File: src/lct_pkg.sv
// lct_pkg: shared types and codes for the level crossing trigger
// holds register indexes, mode codes, config and classified item structs
// no dependencies
`default_nettype none

package lct_pkg;

   // widths of the stream fields
   localparam int SampleW = 32;
   localparam int TimeW   = 32;
   localparam int HoldW   = 31;
   localparam int BandW   = 31;
   localparam int ModeW   = 2;
   localparam int CsrAddrW = 3;
   localparam int CsrDataW = 32;
   localparam int ReqDataW = SampleW + TimeW;
   localparam int RspDataW = 8;
   // wide enough for 2*(sample - reference) +/- band without overflow
   localparam int CmpW = SampleW + 3;
   localparam int QueueDepth = 2;
   localparam int QueuePtrW  = 1;
   localparam int QueueCntW  = 2;

   // register indexes
   localparam logic [CsrAddrW-1:0] REG_FIRE_ON_RISE  = 3'd0;
   localparam logic [CsrAddrW-1:0] REG_FIRE_ON_FALL  = 3'd1;
   localparam logic [CsrAddrW-1:0] REG_FIRE_ON_MATCH = 3'd2;
   localparam logic [CsrAddrW-1:0] REG_TRIGGER_MODE  = 3'd3;
   localparam logic [CsrAddrW-1:0] REG_HOLD_MS       = 3'd4;
   localparam logic [CsrAddrW-1:0] REG_REFERENCE     = 3'd5;
   localparam logic [CsrAddrW-1:0] REG_BAND_WIDTH    = 3'd6;

   // trigger modes
   localparam logic [ModeW-1:0] MODE_ONE_TIME = 2'd0;
   localparam logic [ModeW-1:0] MODE_REARM    = 2'd1;
   localparam logic [ModeW-1:0] MODE_TOGGLE   = 2'd2;

   typedef struct packed {
      logic                      fire_on_rise;
      logic                      fire_on_fall;
      logic                      fire_on_match;
      logic [ModeW-1:0]          trigger_mode;
      logic [HoldW-1:0]          hold_ms;
      logic signed [SampleW-1:0] reference_level;
      logic [BandW-1:0]          band_width;
   } cfg_type;

   // one item after classification against the band
   typedef struct packed {
      logic             below;    // d <= -band
      logic             above;    // d >= band
      logic             nonneg;   // d >= 0
      logic             nonpos;   // d <= 0
      logic             near;     // 2|d| <= band
      logic [TimeW-1:0] now_ms;
   } class_type;

endpackage

`default_nettype wire

File: src/lct_front.sv
// lct_front: accepts sample items and classifies them against the band
// one register stage; uses lct_pkg
`default_nettype none

module lct_front (
   input  wire                          clock,
   input  wire                          reset,
   input  wire lct_pkg::cfg_type        cfg,
   input  wire                          req_tvalid,
   output logic                         req_tready,
   input  wire [lct_pkg::ReqDataW-1:0]  req_tdata,
   output logic                         push_valid,
   input  wire                          push_ready,
   output lct_pkg::class_type           push_item
);
   import lct_pkg::*;

   logic                    valid_ff, valid_in;
   class_type               item_ff, item_in;
   logic signed [CmpW-1:0]  s_x, r_x, b_x;
   logic signed [CmpW-1:0]  low_sum, high_sum, near_lo, near_hi;
   logic                    take;

   // sign-extend operands to the compare width
   always_comb begin
      s_x = CmpW'($signed(req_tdata[SampleW-1:0]));
      r_x = CmpW'(cfg.reference_level);
      b_x = $signed({{(CmpW-BandW){1'b0}}, cfg.band_width});
   end

   // parallel three-input sums, each checked by sign or zero
   always_comb begin
      low_sum  = s_x - r_x + b_x;
      high_sum = s_x - r_x - b_x;
      near_lo  = (s_x <<< 1) - (r_x <<< 1) - b_x;
      near_hi  = (s_x <<< 1) - (r_x <<< 1) + b_x;
      item_in.below  = (low_sum <= 0);
      item_in.above  = (high_sum >= 0);
      item_in.nonneg = (s_x >= r_x);
      item_in.nonpos = (s_x <= r_x);
      item_in.near   = (near_lo <= 0) && (near_hi >= 0);
      item_in.now_ms = req_tdata[ReqDataW-1:SampleW];
   end

   // stage handshake
   assign req_tready = !valid_ff || push_ready;
   assign take       = req_tvalid && req_tready;

   always_comb begin
      if (take) begin
         valid_in = 1'b1;
      end else if (push_ready) begin
         valid_in = 1'b0;
      end else begin
         valid_in = valid_ff;
      end
   end

   always_ff @(posedge clock) begin
      if (reset) begin
         valid_ff <= 1'b0;
      end else begin
         valid_ff <= valid_in;
      end
   end

   always_ff @(posedge clock) begin
      if (take) begin
         item_ff <= item_in;
      end
   end

   assign push_valid = valid_ff;
   assign push_item  = item_ff;

endmodule

`default_nettype wire

File: src/lct_queue.sv
// lct_queue: short queue of classified items between front and back
// two entries with registered storage; uses lct_pkg
`default_nettype none

module lct_queue (
   input  wire                   clock,
   input  wire                   reset,
   input  wire                   push_valid,
   output logic                  push_ready,
   input  wire lct_pkg::class_type push_item,
   output logic                  pop_valid,
   input  wire                   pop_ready,
   output lct_pkg::class_type    pop_item,
   output logic [lct_pkg::QueueCntW-1:0] count
);
   import lct_pkg::*;

   class_type              slot_ff [QueueDepth];
   logic [QueuePtrW-1:0]   wr_ptr_ff, wr_ptr_in;
   logic [QueuePtrW-1:0]   rd_ptr_ff, rd_ptr_in;
   logic [QueueCntW-1:0]   count_ff, count_in;
   logic                   push, pop;

   assign push_ready = (count_ff != QueueCntW'(QueueDepth));
   assign pop_valid  = (count_ff != '0);
   assign push       = push_valid && push_ready;
   assign pop        = pop_valid && pop_ready;
   assign pop_item   = slot_ff[rd_ptr_ff];
   assign count      = count_ff;

   // pointer and fill count update
   always_comb begin
      wr_ptr_in = push ? wr_ptr_ff + 1'b1 : wr_ptr_ff;
      rd_ptr_in = pop  ? rd_ptr_ff + 1'b1 : rd_ptr_ff;
      count_in  = count_ff;
      if (push && !pop) begin
         count_in = count_ff + 1'b1;
      end else if (pop && !push) begin
         count_in = count_ff - 1'b1;
      end
   end

   always_ff @(posedge clock) begin
      if (reset) begin
         wr_ptr_ff <= '0;
         rd_ptr_ff <= '0;
         count_ff  <= '0;
      end else begin
         wr_ptr_ff <= wr_ptr_in;
         rd_ptr_ff <= rd_ptr_in;
         count_ff  <= count_in;
      end
   end

   // storage
   always_ff @(posedge clock) begin
      if (push) begin
         slot_ff[wr_ptr_ff] <= push_item;
      end
   end

endmodule

`default_nettype wire

File: src/lct_back.sv
// lct_back: arming state, firing decision and output level per item
// holds the result register; uses lct_pkg
`default_nettype none

module lct_back (
   input  wire                          clock,
   input  wire                          reset,
   input  wire lct_pkg::cfg_type        cfg,
   input  wire                          pop_valid,
   output logic                         pop_ready,
   input  wire lct_pkg::class_type      pop_item,
   output logic                         rsp_tvalid,
   input  wire                          rsp_tready,
   output logic [lct_pkg::RspDataW-1:0] rsp_tdata
);
   import lct_pkg::*;

   logic             rise_ff, rise_in;
   logic             fall_ff, fall_in;
   logic             match_ff, match_in;
   logic [TimeW-1:0] last_ff, last_in;
   logic             level_ff, level_in;
   logic             out_valid_ff, out_valid_in;
   logic             active_ff, fired_ff;
   logic             rise_a, fall_a, match_a;
   logic             fire_r, fire_f, fire_m;
   logic             cont, trig, in_hold;
   logic             pop;

   assign pop_ready = !out_valid_ff || rsp_tready;
   assign pop       = pop_valid && pop_ready;
   assign cont      = (cfg.trigger_mode == MODE_REARM);

   // arm, then fire on the crossing
   always_comb begin
      rise_a  = rise_ff  || pop_item.below;
      fall_a  = fall_ff  || pop_item.above;
      match_a = match_ff || pop_item.below || pop_item.above;
      fire_r  = rise_a  && pop_item.nonneg;
      fire_f  = fall_a  && pop_item.nonpos;
      fire_m  = match_a && pop_item.near;
      rise_in  = fire_r ? cont : rise_a;
      fall_in  = fall_a && !fire_f || fire_f && cont;
      match_in = fire_m ? cont : match_a;
      trig = (fire_r && cfg.fire_on_rise) || (fire_f && cfg.fire_on_fall) ||
             (fire_m && cfg.fire_on_match);
   end

   // output level by mode; a fresh trigger gives zero elapsed time
   assign in_hold = ((pop_item.now_ms - last_ff) <= TimeW'(cfg.hold_ms));

   always_comb begin
      last_in  = last_ff;
      level_in = level_ff;
      unique case (cfg.trigger_mode)
         MODE_ONE_TIME, MODE_REARM: begin
            last_in  = trig ? pop_item.now_ms : last_ff;
            level_in = trig || in_hold;
         end
         MODE_TOGGLE: begin
            level_in = level_ff ^ trig;
         end
         default: begin
            level_in = level_ff;
         end
      endcase
   end

   always_ff @(posedge clock) begin
      if (reset) begin
         rise_ff  <= 1'b0;
         fall_ff  <= 1'b0;
         match_ff <= 1'b0;
         last_ff  <= '0;
         level_ff <= 1'b0;
      end else if (pop) begin
         rise_ff  <= rise_in;
         fall_ff  <= fall_in;
         match_ff <= match_in;
         last_ff  <= last_in;
         level_ff <= level_in;
      end
   end

   // result register
   always_comb begin
      if (pop) begin
         out_valid_in = 1'b1;
      end else if (rsp_tready) begin
         out_valid_in = 1'b0;
      end else begin
         out_valid_in = out_valid_ff;
      end
   end

   always_ff @(posedge clock) begin
      if (reset) begin
         out_valid_ff <= 1'b0;
      end else begin
         out_valid_ff <= out_valid_in;
      end
   end

   always_ff @(posedge clock) begin
      if (pop) begin
         active_ff <= level_in;
         fired_ff  <= trig;
      end
   end

   assign rsp_tvalid = out_valid_ff;
   assign rsp_tdata  = {{(RspDataW-2){1'b0}}, fired_ff, active_ff};

endmodule

`default_nettype wire

File: src/level_cross_trigger.sv
// level_cross_trigger: top level of the level crossing trigger
// holds the config registers; uses lct_pkg, lct_front, lct_queue, lct_back
//
//   channel  dir  tdata fields (low bit up)          handshake
//   req_     in   sample[31:0], now_ms[63:32]        tvalid/tready
//   rsp_     out  active[0], fired[1], zero pad      tvalid/tready
//   csr_     in   we, addr (register index), wdata   write on we
//
// one item per cycle sustained while rsp_tready holds; each item passes from accept
// to result through the classify register, the queue entry and the result register.
// the arming flags and output level close a loop through their own registers in the back end.
// reset is synchronous and clears arming state, timestamps and all valids.
// either side may stall alone; the two-entry queue absorbs the difference.
`default_nettype none

module level_cross_trigger (
   input  wire                          clock,
   input  wire                          reset,
   input  wire                          req_tvalid,
   output logic                         req_tready,
   input  wire [lct_pkg::ReqDataW-1:0]  req_tdata,   // sample, now_ms
   output logic                         rsp_tvalid,
   input  wire                          rsp_tready,
   output logic [lct_pkg::RspDataW-1:0] rsp_tdata,   // active, fired, pad
   input  wire                          csr_we,
   input  wire [lct_pkg::CsrAddrW-1:0]  csr_addr,
   input  wire [lct_pkg::CsrDataW-1:0]  csr_wdata
);
   import lct_pkg::*;

   cfg_type               cfg_ff;
   logic                  q_push_valid, q_push_ready;
   class_type             q_push_item;
   logic                  q_pop_valid, q_pop_ready;
   class_type             q_pop_item;
   logic [QueueCntW-1:0]  q_count;

   // config register writes
   always_ff @(posedge clock) begin
      if (reset) begin
         cfg_ff <= '0;
      end else if (csr_we) begin
         unique case (csr_addr)
            REG_FIRE_ON_RISE:  cfg_ff.fire_on_rise    <= csr_wdata[0];
            REG_FIRE_ON_FALL:  cfg_ff.fire_on_fall    <= csr_wdata[0];
            REG_FIRE_ON_MATCH: cfg_ff.fire_on_match   <= csr_wdata[0];
            REG_TRIGGER_MODE:  cfg_ff.trigger_mode    <= csr_wdata[ModeW-1:0];
            REG_HOLD_MS:       cfg_ff.hold_ms         <= csr_wdata[HoldW-1:0];
            REG_REFERENCE:     cfg_ff.reference_level <= $signed(csr_wdata[SampleW-1:0]);
            REG_BAND_WIDTH:    cfg_ff.band_width      <= csr_wdata[BandW-1:0];
            default: begin
            end
         endcase
      end
   end

   lct_front u_front (
      .clock      (clock),
      .reset      (reset),
      .cfg        (cfg_ff),
      .req_tvalid (req_tvalid),
      .req_tready (req_tready),
      .req_tdata  (req_tdata),
      .push_valid (q_push_valid),
      .push_ready (q_push_ready),
      .push_item  (q_push_item)
   );

   lct_queue u_queue (
      .clock      (clock),
      .reset      (reset),
      .push_valid (q_push_valid),
      .push_ready (q_push_ready),
      .push_item  (q_push_item),
      .pop_valid  (q_pop_valid),
      .pop_ready  (q_pop_ready),
      .pop_item   (q_pop_item),
      .count      (q_count)
   );

   lct_back u_back (
      .clock      (clock),
      .reset      (reset),
      .cfg        (cfg_ff),
      .pop_valid  (q_pop_valid),
      .pop_ready  (q_pop_ready),
      .pop_item   (q_pop_item),
      .rsp_tvalid (rsp_tvalid),
      .rsp_tready (rsp_tready),
      .rsp_tdata  (rsp_tdata)
   );

   // queue never overfills
   a_queue_bound: assert property (@(posedge clock) disable iff (reset)
      q_count <= QueueCntW'(QueueDepth))
      else $error("queue count above depth");

   // a reported trigger needs an enabled crossing kind
   a_fire_enabled: assert property (@(posedge clock) disable iff (reset)
      rsp_tvalid && rsp_tdata[1] |->
         (cfg_ff.fire_on_rise || cfg_ff.fire_on_fall || cfg_ff.fire_on_match))
      else $error("trigger reported with no crossing kind enabled");

   // in the timed modes a trigger always leaves the output active
   a_timed_active: assert property (@(posedge clock) disable iff (reset)
      rsp_tvalid && rsp_tdata[1] &&
      (cfg_ff.trigger_mode == MODE_ONE_TIME || cfg_ff.trigger_mode == MODE_REARM)
      |-> rsp_tdata[0])
      else $error("timed mode trigger without active output");

   // an item in the queue is drained when the result side is free
   a_queue_drains: assert property (@(posedge clock) disable iff (reset)
      q_count != '0 && !rsp_tvalid |=> q_count != QueueCntW'(QueueDepth) || rsp_tvalid)
      else $error("queue stalled with free result register");

endmodule

`default_nettype wire
File: config.mk
export PLATFORM = sky130hd
export DESIGN_NAME = level_cross_trigger
export DESIGN_NICKNAME = d
export VERILOG_FILES = /design/src/lct_pkg.sv /design/src/lct_front.sv /design/src/lct_queue.sv /design/src/lct_back.sv /design/src/level_cross_trigger.sv
export SDC_FILE = /design/constraint.sdc
export NUM_CORES = 1
export LEC_CHECK = 0
export ABC_CLOCK_PERIOD_IN_PS = 9180
export BUFFER_PORTS_ARGS = -buffer_cell sky130_fd_sc_hd__buf_4
export CAP_MARGIN = 20
export CORE_MARGIN = 5
export CORE_UTILIZATION = 55
export CTS_CLUSTER_DIAMETER = 150
export CTS_CLUSTER_SIZE = 28
export DETAILED_ROUTE_END_ITERATION = 8
export PLACE_DENSITY = 0.73
export SLEW_MARGIN = 20
export SYNTH_ARGS = -nofsm -noshare
export SYNTH_HDL_FRONTEND = slang
export SYNTH_SLANG_ARGS = --single-unit
File: constraint.sdc
create_clock -name clock -period 9.18 [get_ports clock]
set_clock_uncertainty 0.2 [all_clocks]
set_input_delay 0.459 -clock clock [delete_from_list [all_inputs] [get_ports clock]]
set_output_delay 0.459 -clock clock [all_outputs]
set_load 0.005 [all_outputs]
Word-level counts from Yosys, hierarchy flattened
Memory sizes are Yosys's and may differ from the RTL's. A register that Yosys moved wholly into a read port is not among the register bits.
Cells that the tools add are included.
- output and inout bits: 10
- bits in writable memories: 74
- bits in registers: 180
- memories: 1
- word-level logic and storage cells: 111
- memory list (name ; words ; width ; read ports ; clocked after memory_dff ; write ports ; line ; source):
    u_queue.slot_ff ; 2 ; 37 ; 1 ; 1 ; 1 ; lct_queue.sv:18 ; class_type slot_ff [QueueDepth];
- bitwise logic cells: 1
- reductions and logical operators: 44
- mux-type cells: 13
- equality and inequality tests: 9
- add/subtract/negate cells: 11
- order comparisons: 7
- operator list (cell ; count):
    greater-or-equal comparator 35 x 1 -> 1 bit (second input constant) ; 2
    <= comparator 35 x 1 -> 1 bit (second input constant) ; 2
    adder 35 x 32 -> 35 bit ; 1
    subtractor 35 x 32 -> 35 bit ; 1
    adder 33 x 32 -> 34 bit ; 1
    subtractor 33 x 32 -> 34 bit ; 1
    subtractor 33 x 33 -> 34 bit ; 1
    subtractor 32 x 32 -> 33 bit ; 1
    greater-or-equal comparator 32 bit ; 1
    <= comparator 32 x 31 -> 1 bit ; 1
    <= comparator 32 bit ; 1
    subtractor 32 bit ; 1
    logical AND 1 bit ; 14
    AND reduction 2 bit ; 7
    logical OR 1 bit ; 10
    two-way mux 1 bit ; 10
    == test 3 bit (second input constant) ; 3
    nonzero test 2 bit ; 4
    == test 3 x 2 -> 1 bit (second input constant) ; 2
    logical NOT 1 bit ; 5
    two-way mux 2 bit ; 2
    == test 3 x 1 -> 1 bit (second input constant) ; 1
    logical NOT 3 bit ; 1
    AND reduction 3 bit ; 1
    other kinds (10) ; 11

Longest topological paths before layout
Gate-level depths: netlist of the first run.
- depth after elaboration: 7
- mapped depth: 26
- depth with buffers taken out: 26

Cells and area by module
Synthesis of the first run repeated with hierarchy kept, for this count alone.
- cells, all modules: 2170
- area total of the unflattened synthesis: 19591.3 um^2
- by module, submodules not included (module ; cells an instance ; instances ; area each (um^2)):
    lct_front ; 1111 ; 1 ; 8579.5
    level_cross_trigger ; 366 ; 1 ; 4070.2
    lct_back ; 554 ; 1 ; 4052.6
    lct_queue ; 139 ; 1 ; 2889.0

Worst setup path before layout of the first run
No wires, ideal clock.
- path kind: input port to flip-flop
- start: input port req_tdata[0] (netlist bit)
- end: register u_front.item_ff, in the netlist u_front.push_item[36] (data pin)
- data required time: 8.833 ns
- arrival time: 5.733 ns
- stages on the path: 25
- setup time: 0.147 ns
- path slack: 3.100 ns
- path buffers: 1
- cells stage by stage: inv_1 > ha_1 > fa_1 > nor2b_1 > o31a_1 > o21ba_1 > o31a_1 > o41ai_1 > o21ai_0 > nor2_1 > o41ai_1 > a31oi_1 > xnor2_1 > ha_1 > clkbuf_1 > a221oi_1 > o31ai_1 > a32oi_1 > nand4_1 > or4_1 > or4_1 > nor4b_2 > o211ai_1 > and2_1 > o21bai_1
- RTL lines (element ; line ; source):
    from (decl) ; level_cross_trigger.sv:21 ; input wire [lct_pkg::ReqDataW-1:0] req_tdata,
    to (signal assigned) ; lct_front.sv:69 ; item_ff <= item_in;
    to (decl) ; lct_front.sv:19 ; class_type item_ff, item_in;

==> impl_metrics.tcl, run 1 <==
set metrics [dict create \
    clk-insertion-delay-late_ns 0.52 \
    worst_hold_path_type "input port to flop" \
    overall_routing_resource_usage 0.285 \
    reg2reg_from "cfg_ff[39]" \
    place_hpwl_microns 45000 \
    drt_pass1_iterations 5 \
    cts.sinks 255 \
    drt_drc_violations_left 0 \
    ir_drop_uv 180 \
    fp.dieW_microns 195 \
    global_route_wire_length_before_repair_microns 87500 \
    drt_iter0_markers 1468 \
    setup.worst_path.start "cfg_ff[39]" \
    final_common_cell "sky130_fd_sc_hd__nand2_1" \
    final.setup.tns_ns 0 \
    start_util 0.560 \
    grt_overflow 0 \
    synth_area_per_cell_sq_um 8.59 \
    cts_setup_buffers 0 \
    cpLargestDelayFamily "simple AND/OR/NAND/NOR gates" \
    cp_startpoint_kind "flop" \
    minimum_clock_period_ns 7.40 \
    share_of_async_settable_or_async_resettable_flops_after_synthesis 0 \
    mostFrequentLayoutCells "sky130_fd_sc_hd__nand2_1, sky130_fd_sc_hd__a21oi_1, sky130_fd_sc_hd__ha_1, sky130_fd_sc_hd__inv_1, sky130_fd_sc_hd__nor2_1" \
    drive_above_1_share 0.0983 \
    synth_top_flop_cell "sky130_fd_sc_hd__dfxtp_1" \
    design.core.area_sq_um 33700 \
    cp.required_ns 9.31 \
    cts.clk_slew.worst_paths_ns 0.11 \
    final_nets 2621 \
    via_per_inst 6.03 \
    timing.critical_path.buf_inv 1 \
    buffer_ports.inserted 107 \
    postRouteAntennaNets 0 \
    place.gp.congestion 0.948 \
    number_of_warnings_reported_in_the_yosys_synthesis_log 0 \
    p_leak_nw 7.92 \
    fillCellCount 2976 \
    maxCapViolations 0 \
    cts_tree "built" \
    synthCells 2199 \
    htree_levels 1 \
    synth_enable_flop_cells 113 \
    antenna_found_initial 0 \
    cts-root-to-sink-buffers 3 \
    final_max_slew_viol_count 0 \
    die_h_microns 195 \
    dieArea_sq_um 38100 \
    grt_start_max_net_pins 83 \
    end_kind "flop" \
    crit_path_cell_trace "inv_1 > ha_1 > nand3_1 > or3_1 > o21ba_1 > o31a_1 > o41ai_1 > o21ai_0 > nor2_1 > o41ai_1 > a31oi_1 > xnor2_1 > ha_1 > nor2_1 > o21ai_0 > nand2_1 > o32a_2 > o2111ai_1 > or4_1 > or4_1 > nor4b_2 > o211ai_1 > and2_1 > o21bai_1" \
    critical_path.slowest_cell "sky130_fd_sc_hd__o41ai_1" \
    cts_root_buf "sky130_fd_sc_hd__clkbuf_16" \
    finish.utilization 0.614 \
    yosys.area.top_type "sky130_fd_sc_hd__edfxtp_1" \
    post_synth_instance_area_sq_um 18900 \
    synthDominantCellAreaShare 0.180 \
    grt_setup_unrepaired "false" \
    synth_seq_cells 255 \
    max_slew_margin 0.267 \
    finalCritPeriodShare 0.807 \
    setup_viol_count_final 0 \
    run_status "completed" \
    timing_worst_setup_path_type "flop to flop" \
    crit_path_max_cell_delay_ns 0.71 \
    fp-row-count 67 \
    area_added_between_synthesis_and_finish_pct 9.56 \
    via_count 16500 \
    worst-slew-pin-transition_ns 1.10 \
    critPathArrivalTime_ns 7.53 \
    max_freq_mhz 135 \
    final_hold_viol_count 0 \
    drt-total-wl_microns 56400 \
    synthDistinctLibCells 100 \
    power.density_cell_area_nw_per_um2 178 \
    routed_wire_length_per_instance_microns 20.6 \
    first_global_vias 15700 \
    hold_start "csr_wdata[7]" \
    critical_path.max_fanout 15 \
    cts-buffers-inserted 13 \
    yosys-top-cells-area "sky130_fd_sc_hd__edfxtp_1, sky130_fd_sc_hd__ha_1, sky130_fd_sc_hd__dfxtp_1, sky130_fd_sc_hd__a21oi_1, sky130_fd_sc_hd__nand2_1" \
    proportion_of_synthesized_chip_area_in_sequential_cells 0.330 \
    insertedDiodeCount 0 \
    pin_count 114 \
]
layer usage:
layer | wire length, microns | global-route usage | vias to the layer above
met1 | 25800 | 0.410 | 7842
met5 | 0 | 0 | -
met2 | 24800 | 0.447 | 615
met4 | 1690 | 0.0750 | 0
li1 | - | - | 7963
met3 | 4160 | 0.0472 | 80
final timing paths:
| path | endpoint | slack [ns] | cells past startpoint |
|---|---|---|---|
| worst max-delay path | u_front.push_item[36] | 1.78 | 24 |
| worst min-delay path | cfg_ff[38] | 0.02 | 3 |
| worst max register to register | u_front.push_item[36] | 1.78 | 24 |
| worst min register to register | u_queue.slot_ff[0][14] | 0.25 | 0 |
metrics by stage:
stage | setup slack (ns) | power, W | instances | cell area, sq um | hold WS [ns]
after floorplan | 3.10 | 0.00255 | 2204 | 18900 | 0.221
after global placement | 1.86 | 0.00297 | 2679 | 19900 | 0.223
after detailed placement | 1.69 | 0.00301 | 2679 | 19900 | 0.231
after CTS | 1.80 | 0.00367 | 2736 | 20700 | 0.00171
after global routing | 1.27 | 0.00393 | 2736 | 20700 | 0.00611
final | 1.78 | 0.00368 | 2736 | 20700 | 0.0186
state kept, by name (all words and copies together) (netlist names), named ones only:
| name | cells |
|---|---|
| u_front.push_item | 37 |
| u_back.rsp_tvalid | 1 |
| u_queue.slot_ff | 74 |
| u_queue.rd_ptr_ff | 1 |
| u_queue.wr_ptr_ff | 1 |
| u_back.rise_ff | 1 |
| u_back.last_ff | 32 |
| u_queue.count | 2 |
| u_front.push_valid | 1 |
| cfg_ff | 99 |
| u_back.level_ff | 1 |
| u_back.fall_ff | 1 |
| u_back.match_ff | 1 |
| u_back.active_ff | 1 |
| u_back.fired_ff | 1 |
cells in the mapped netlist (20+ instances only):
library cell	n
sky130_fd_sc_hd__a21o_1	48
sky130_fd_sc_hd__a21oi_1	236
sky130_fd_sc_hd__clkbuf_1	66
sky130_fd_sc_hd__dfxtp_1	142
sky130_fd_sc_hd__edfxtp_1	113
sky130_fd_sc_hd__ha_1	233
sky130_fd_sc_hd__inv_1	190
sky130_fd_sc_hd__mux2_2	38
sky130_fd_sc_hd__mux2i_1	38
sky130_fd_sc_hd__nand2_1	266
sky130_fd_sc_hd__nand2b_1	38
sky130_fd_sc_hd__nand3_1	34
sky130_fd_sc_hd__nand4_1	28
sky130_fd_sc_hd__nor2_1	150
sky130_fd_sc_hd__nor2b_1	30
sky130_fd_sc_hd__nor3_1	43
sky130_fd_sc_hd__nor4_1	20
sky130_fd_sc_hd__o21ai_0	85
sky130_fd_sc_hd__xnor2_1	44
sky130_fd_sc_hd__xor2_1	26
power breakdown:
| part | internal, W | switching, W |
|---|---|---|
| combinational | 0.000701 | 0.00102 |
| clock | 0.000277 | 0.000370 |
| sequential | 0.00127 | 0.0000457 |
| total | 0.00225 | 0.00143 |
cell type report:
cell class / instances / area, sq um / share of cell area
Multi-Input combinational cell: 1668 / 11600 / 0.559
Timing Repair Buffer: 151 / 1220 / 0.0590
Tap cell: 448 / 561 / 0.0271
Sequential cell: 255 / 6240 / 0.302
Clock buffer: 19 / 348 / 0.0168
Clock inverter: 3 / 36.3 / 0.00175
Inverter: 192 / 721 / 0.0348
worst reg2reg max path: stages, from the launching register on:
cell,delay (ns)
sky130_fd_sc_hd__dfxtp_1,0.34
sky130_fd_sc_hd__inv_1,0.04
sky130_fd_sc_hd__ha_1,0.35
sky130_fd_sc_hd__nand3_1,0.15
sky130_fd_sc_hd__or3_1,0.40
sky130_fd_sc_hd__o21ba_1,0.27
sky130_fd_sc_hd__o31a_1,0.19
sky130_fd_sc_hd__o41ai_1,0.12
sky130_fd_sc_hd__o21ai_0,0.20
sky130_fd_sc_hd__nor2_1,0.15
sky130_fd_sc_hd__o41ai_1,0.71
sky130_fd_sc_hd__a31oi_1,0.21
sky130_fd_sc_hd__xnor2_1,0.55
sky130_fd_sc_hd__ha_1,0.54
sky130_fd_sc_hd__nor2_1,0.33
sky130_fd_sc_hd__o21ai_0,0.22
sky130_fd_sc_hd__nand2_1,0.18
sky130_fd_sc_hd__o32a_2,0.16
sky130_fd_sc_hd__o2111ai_1,0.09
sky130_fd_sc_hd__or4_1,0.51
sky130_fd_sc_hd__or4_1,0.53
sky130_fd_sc_hd__nor4b_2,0.37
sky130_fd_sc_hd__o211ai_1,0.13
sky130_fd_sc_hd__and2_1,0.17
sky130_fd_sc_hd__o21bai_1,0.12
logic make-up (layout without fill, tap and decap cells):
kind of cell	after synthesis	after routing	synth area share
and+or+nand+nor	697	697	0.176
AOI/OAI and AO/OA	581	581	0.199
xor gates and xnor gates	70	70	0.0325
other	1	6	0.000199
adders and majority gates	236	236	0.158
muxes	78	78	0.0442
DFF	255	255	0.330
buffers and inverters	281	365	0.0597
what timing repair did:
item / 4_1_cts / 5_1_grt
hold buffers: 35 / 0
hold endpoints to repair: 36 / 0
resized for setup: 0 / 0
Note: power is estimated with default switching activity, not from simulation.
==> run 2: changes to the inputs <==
--- a/config.mk
+++ b/config.mk
@@ -5,7 +5,7 @@
 export SDC_FILE = /design/constraint.sdc
 export NUM_CORES = 1
 export LEC_CHECK = 0
-export ABC_CLOCK_PERIOD_IN_PS = 9180
+export ABC_CLOCK_PERIOD_IN_PS = 6000
 export BUFFER_PORTS_ARGS = -buffer_cell sky130_fd_sc_hd__buf_4
 export CAP_MARGIN = 20
 export CORE_MARGIN = 5
@@ -13,7 +13,7 @@
 export CTS_CLUSTER_DIAMETER = 150
 export CTS_CLUSTER_SIZE = 28
 export DETAILED_ROUTE_END_ITERATION = 8
-export PLACE_DENSITY = 0.73
+export PLACE_DENSITY = 0.76
 export SLEW_MARGIN = 20
 export SYNTH_ARGS = -nofsm -noshare
 export SYNTH_HDL_FRONTEND = slang
==> constraint.sdc (replaced) <==
create_clock -name clock -period 6 [get_ports clock]
set_clock_uncertainty 0.2 [all_clocks]
set_input_delay 0.3 -clock clock [delete_from_list [all_inputs] [get_ports clock]]
set_output_delay 0.3 -clock clock [all_outputs]
set_load 0.005 [all_outputs]
==> run 2 against run 1 <==
Effect of this change: the flow now finishes with violations (setup timing); first-iteration DRC count up 0.54%; clock power is 57% higher; final cell count up 9.6%; clock-buffer cell count increased by 1; sequential share of layout area shrank 3.3 points; highest routed layer is now met5.
==> impl_metrics.tcl, run 2 (synthesized netlist as in run 1, its figures left out) <==
set metrics [dict create \
    cts-root-to-sink-buffers 3 \
    dieArea_sq_um 38100 \
    antenna_found_initial 2 \
    max_slew_margin 0.295 \
    setup.worst_path.start "cfg_ff[34]" \
    cp.depth 26 \
    worst-slew-pin-transition_ns 1.06 \
    met3_usage 0.0384 \
    mostFrequentLayoutCells "sky130_fd_sc_hd__buf_4, sky130_fd_sc_hd__nand2_1, sky130_fd_sc_hd__a21oi_1, sky130_fd_sc_hd__ha_1, sky130_fd_sc_hd__inv_1" \
    max_freq_mhz 162 \
    timing.critical_path.buf_inv 4 \
    reg2reg_from "cfg_ff[34]" \
    routed_wire_length_per_instance_microns 20.6 \
    buffer_ports.inserted 107 \
    final_cell_area_sq_um 23300 \
    overall_routing_resource_usage 0.307 \
    drt_drc_violations_left 0 \
    comb_power_share 0.501 \
    internal_power_w 0.00377 \
    maxCapViolations 0 \
    critical_path.slowest_cell "sky130_fd_sc_hd__or4_4" \
    worstRegToRegCells 26 \
    final_common_cell "sky130_fd_sc_hd__buf_4" \
    dp_slack_ns -0.704 \
    area_added_between_synthesis_and_finish_pct 23.3 \
    ir_drop_uv 245 \
    grt_setup_unrepaired "true" \
    cts_root_buf "sky130_fd_sc_hd__clkbuf_16" \
    cp.required_ns 6.17 \
    reg2reg_setup_slack_ns -0.19 \
    placed_area_sq_um 21600 \
    setup.worst_path.end "u_front.push_item[36]" \
    violations_in_the_final_reports "setup timing" \
    minimum_clock_period_ns 6.19 \
    gr-max-usage-layer "met2" \
    cpLargestDelayFamily "compound AO/OA/AOI/OAI gates" \
    grt.met2_usage 0.508 \
    cts.sinks 255 \
    final_max_slew_viol_count 0 \
    start_util 0.560 \
    total_power_w 0.00609 \
    power.density_cell_area_nw_per_um2 262 \
    final_critical_path_setup_slack_ns -0.187 \
    final.setup.tns_ns -0.291 \
    worst_hold_path_type "input port to flop" \
    rr_endpoint "u_front.push_item[36]" \
    switching_share 0.382 \
    via_count 17700 \
    cts.clk_slew.worst_paths_ns 0.11 \
    fp.dieW_microns 195 \
    grt_start_max_net_pins 97 \
    run_status "finished with violations" \
    finalCritPeriodShare 1.03 \
    share_seq_of_total_power 0.331 \
    grt_use_met1 0.426 \
    grt_overflow 0 \
    end_kind "flop" \
    drt_iter0_markers 1476 \
    placed_cells_incl_taps 2897 \
    place_hpwl_microns 46900 \
    design.core.area_sq_um 33700 \
    die_h_microns 195 \
    cp_startpoint_kind "flop" \
    power_switching_w 0.00232 \
    critical_path.max_fanout 5 \
    setup_viol_count_final 2 \
    cts_tree "built" \
    via_per_inst 5.91 \
    drt-total-wl_microns 61600 \
    critPathArrivalTime_ns 6.36 \
    first_global_vias 17400 \
    final_nets 2882 \
    crit_path_max_cell_delay_ns 0.54 \
    fp-row-count 67 \
    drive_above_1_share 0.206 \
    timing_worst_setup_path_type "flop to flop" \
    p_leak_nw 9.28 \
    drt_pass1_iterations 5 \
    clk-insertion-delay-late_ns 0.51 \
    global_route_wire_length_before_repair_microns 94800 \
    largest_register_ffs 99 \
    htree_levels 1 \
    postRouteAntennaNets 0 \
    largest-register "cfg_ff" \
    place.gp.congestion 1.03 \
    final_cells 2998 \
    pin_count 114 \
    cts-buffers-inserted 13 \
    final_hold_viol_count 0 \
    power_frac_clock 0.168 \
    whs_path_depth 2 \
]
-- run 2: cell types whose count changed in the layout (fill, tap and decap cells not counted), moves of 6 or more --
cell                            change
sky130_fd_sc_hd__a21oi_2            +9
sky130_fd_sc_hd__buf_4            +223
sky130_fd_sc_hd__ha_1              -16
sky130_fd_sc_hd__dfxtp_1            -6
sky130_fd_sc_hd__dlygate4sd3_1     +33
sky130_fd_sc_hd__a21oi_1            -9
sky130_fd_sc_hd__o21ai_1            +7
sky130_fd_sc_hd__ha_4              +13
sky130_fd_sc_hd__o21ai_0           -11
-- run 2: final cells by class --
class / instances / area, sq um
fillers: 2619 / 10400
well taps: 448 / 561
flip-flops and latches: 255 / 6250
clock buffers: 20 / 373
multi-input cells: 1668 / 12000
clock inverters: 2 / 38.8
repair buffers: 412 / 3300
inverters: 192 / 721
diodes: 1 / 2.50
-- run 2: what timing repair did --
| action | CTS | global route |
|---|---|---|
| setup endpoints to repair | 2 | 4 |
| hold buffers | 68 | 0 |
| endpoints found under the hold margin | 133 | 0 |
| setup buffers | 7 | 4 |
| pin swaps | 27 | 16 |
| gates resized for setup | 75 | 30 |
-- run 2: worst reg2reg max path, delay by kind of cell (launching register included) --
kind | cells | cell delay (ns)
DFF | 1 | 0.36
AOI/OAI and AO/OA | 14 | 2.56
adders and majority gates | 2 | 0.66
xor gates and xnor gates | 1 | 0.17
and+or+nand+nor | 5 | 1.69
buffers and inverters | 4 | 0.40
-- run 2: worst min-delay path by stage --
| stage | startpoint | end | slack, ns |
|---|---|---|---|
| floorplan | req_tdata[32] | u_front.push_item[0] | 0.20 |
| detailed placement | u_front.push_item[16] | u_queue.slot_ff[1][16] | 0.23 |
| global placement | u_front.push_item[17] | u_queue.slot_ff[0][17] | 0.22 |
| CTS | reset | u_queue.wr_ptr_ff | 0.03 |
| global route | reset | u_back.last_ff[24] | 0.06 |
| finish | reset | u_back.last_ff[25] | 0.05 |
-- run 2: per-layer routing --
metal | routed length, microns | share of wire
met1 | 27200 | 0.44
met3 | 3900 | 0.063
met2 | 28400 | 0.46
met4 | 2070 | 0.034
met5 | 13 | 0.00021
-- run 2: per-stage QoR --
| stage | hold WS, ns | utilization |
|---|---|---|
| floorplan | 0.199 | - |
| global placement | 0.222 | 0.640 |
| detailed placement | 0.230 | 0.640 |
| CTS | 0.0322 | 0.685 |
| global route | 0.0618 | 0.691 |
| finish | 0.0473 | 0.691 |
-- run 2: power groups by stage --
stage / Clock [W] / Combinational [W] / Sequential (W)
detailed placement: 0 / 0.00282 / 0.00205
global route: 0.00110 / 0.00332 / 0.00203
global placement: 0 / 0.00274 / 0.00205
CTS: 0.00103 / 0.00295 / 0.00201
floorplan: 0 / 0.00188 / 0.00202
finish: 0.00102 / 0.00305 / 0.00202
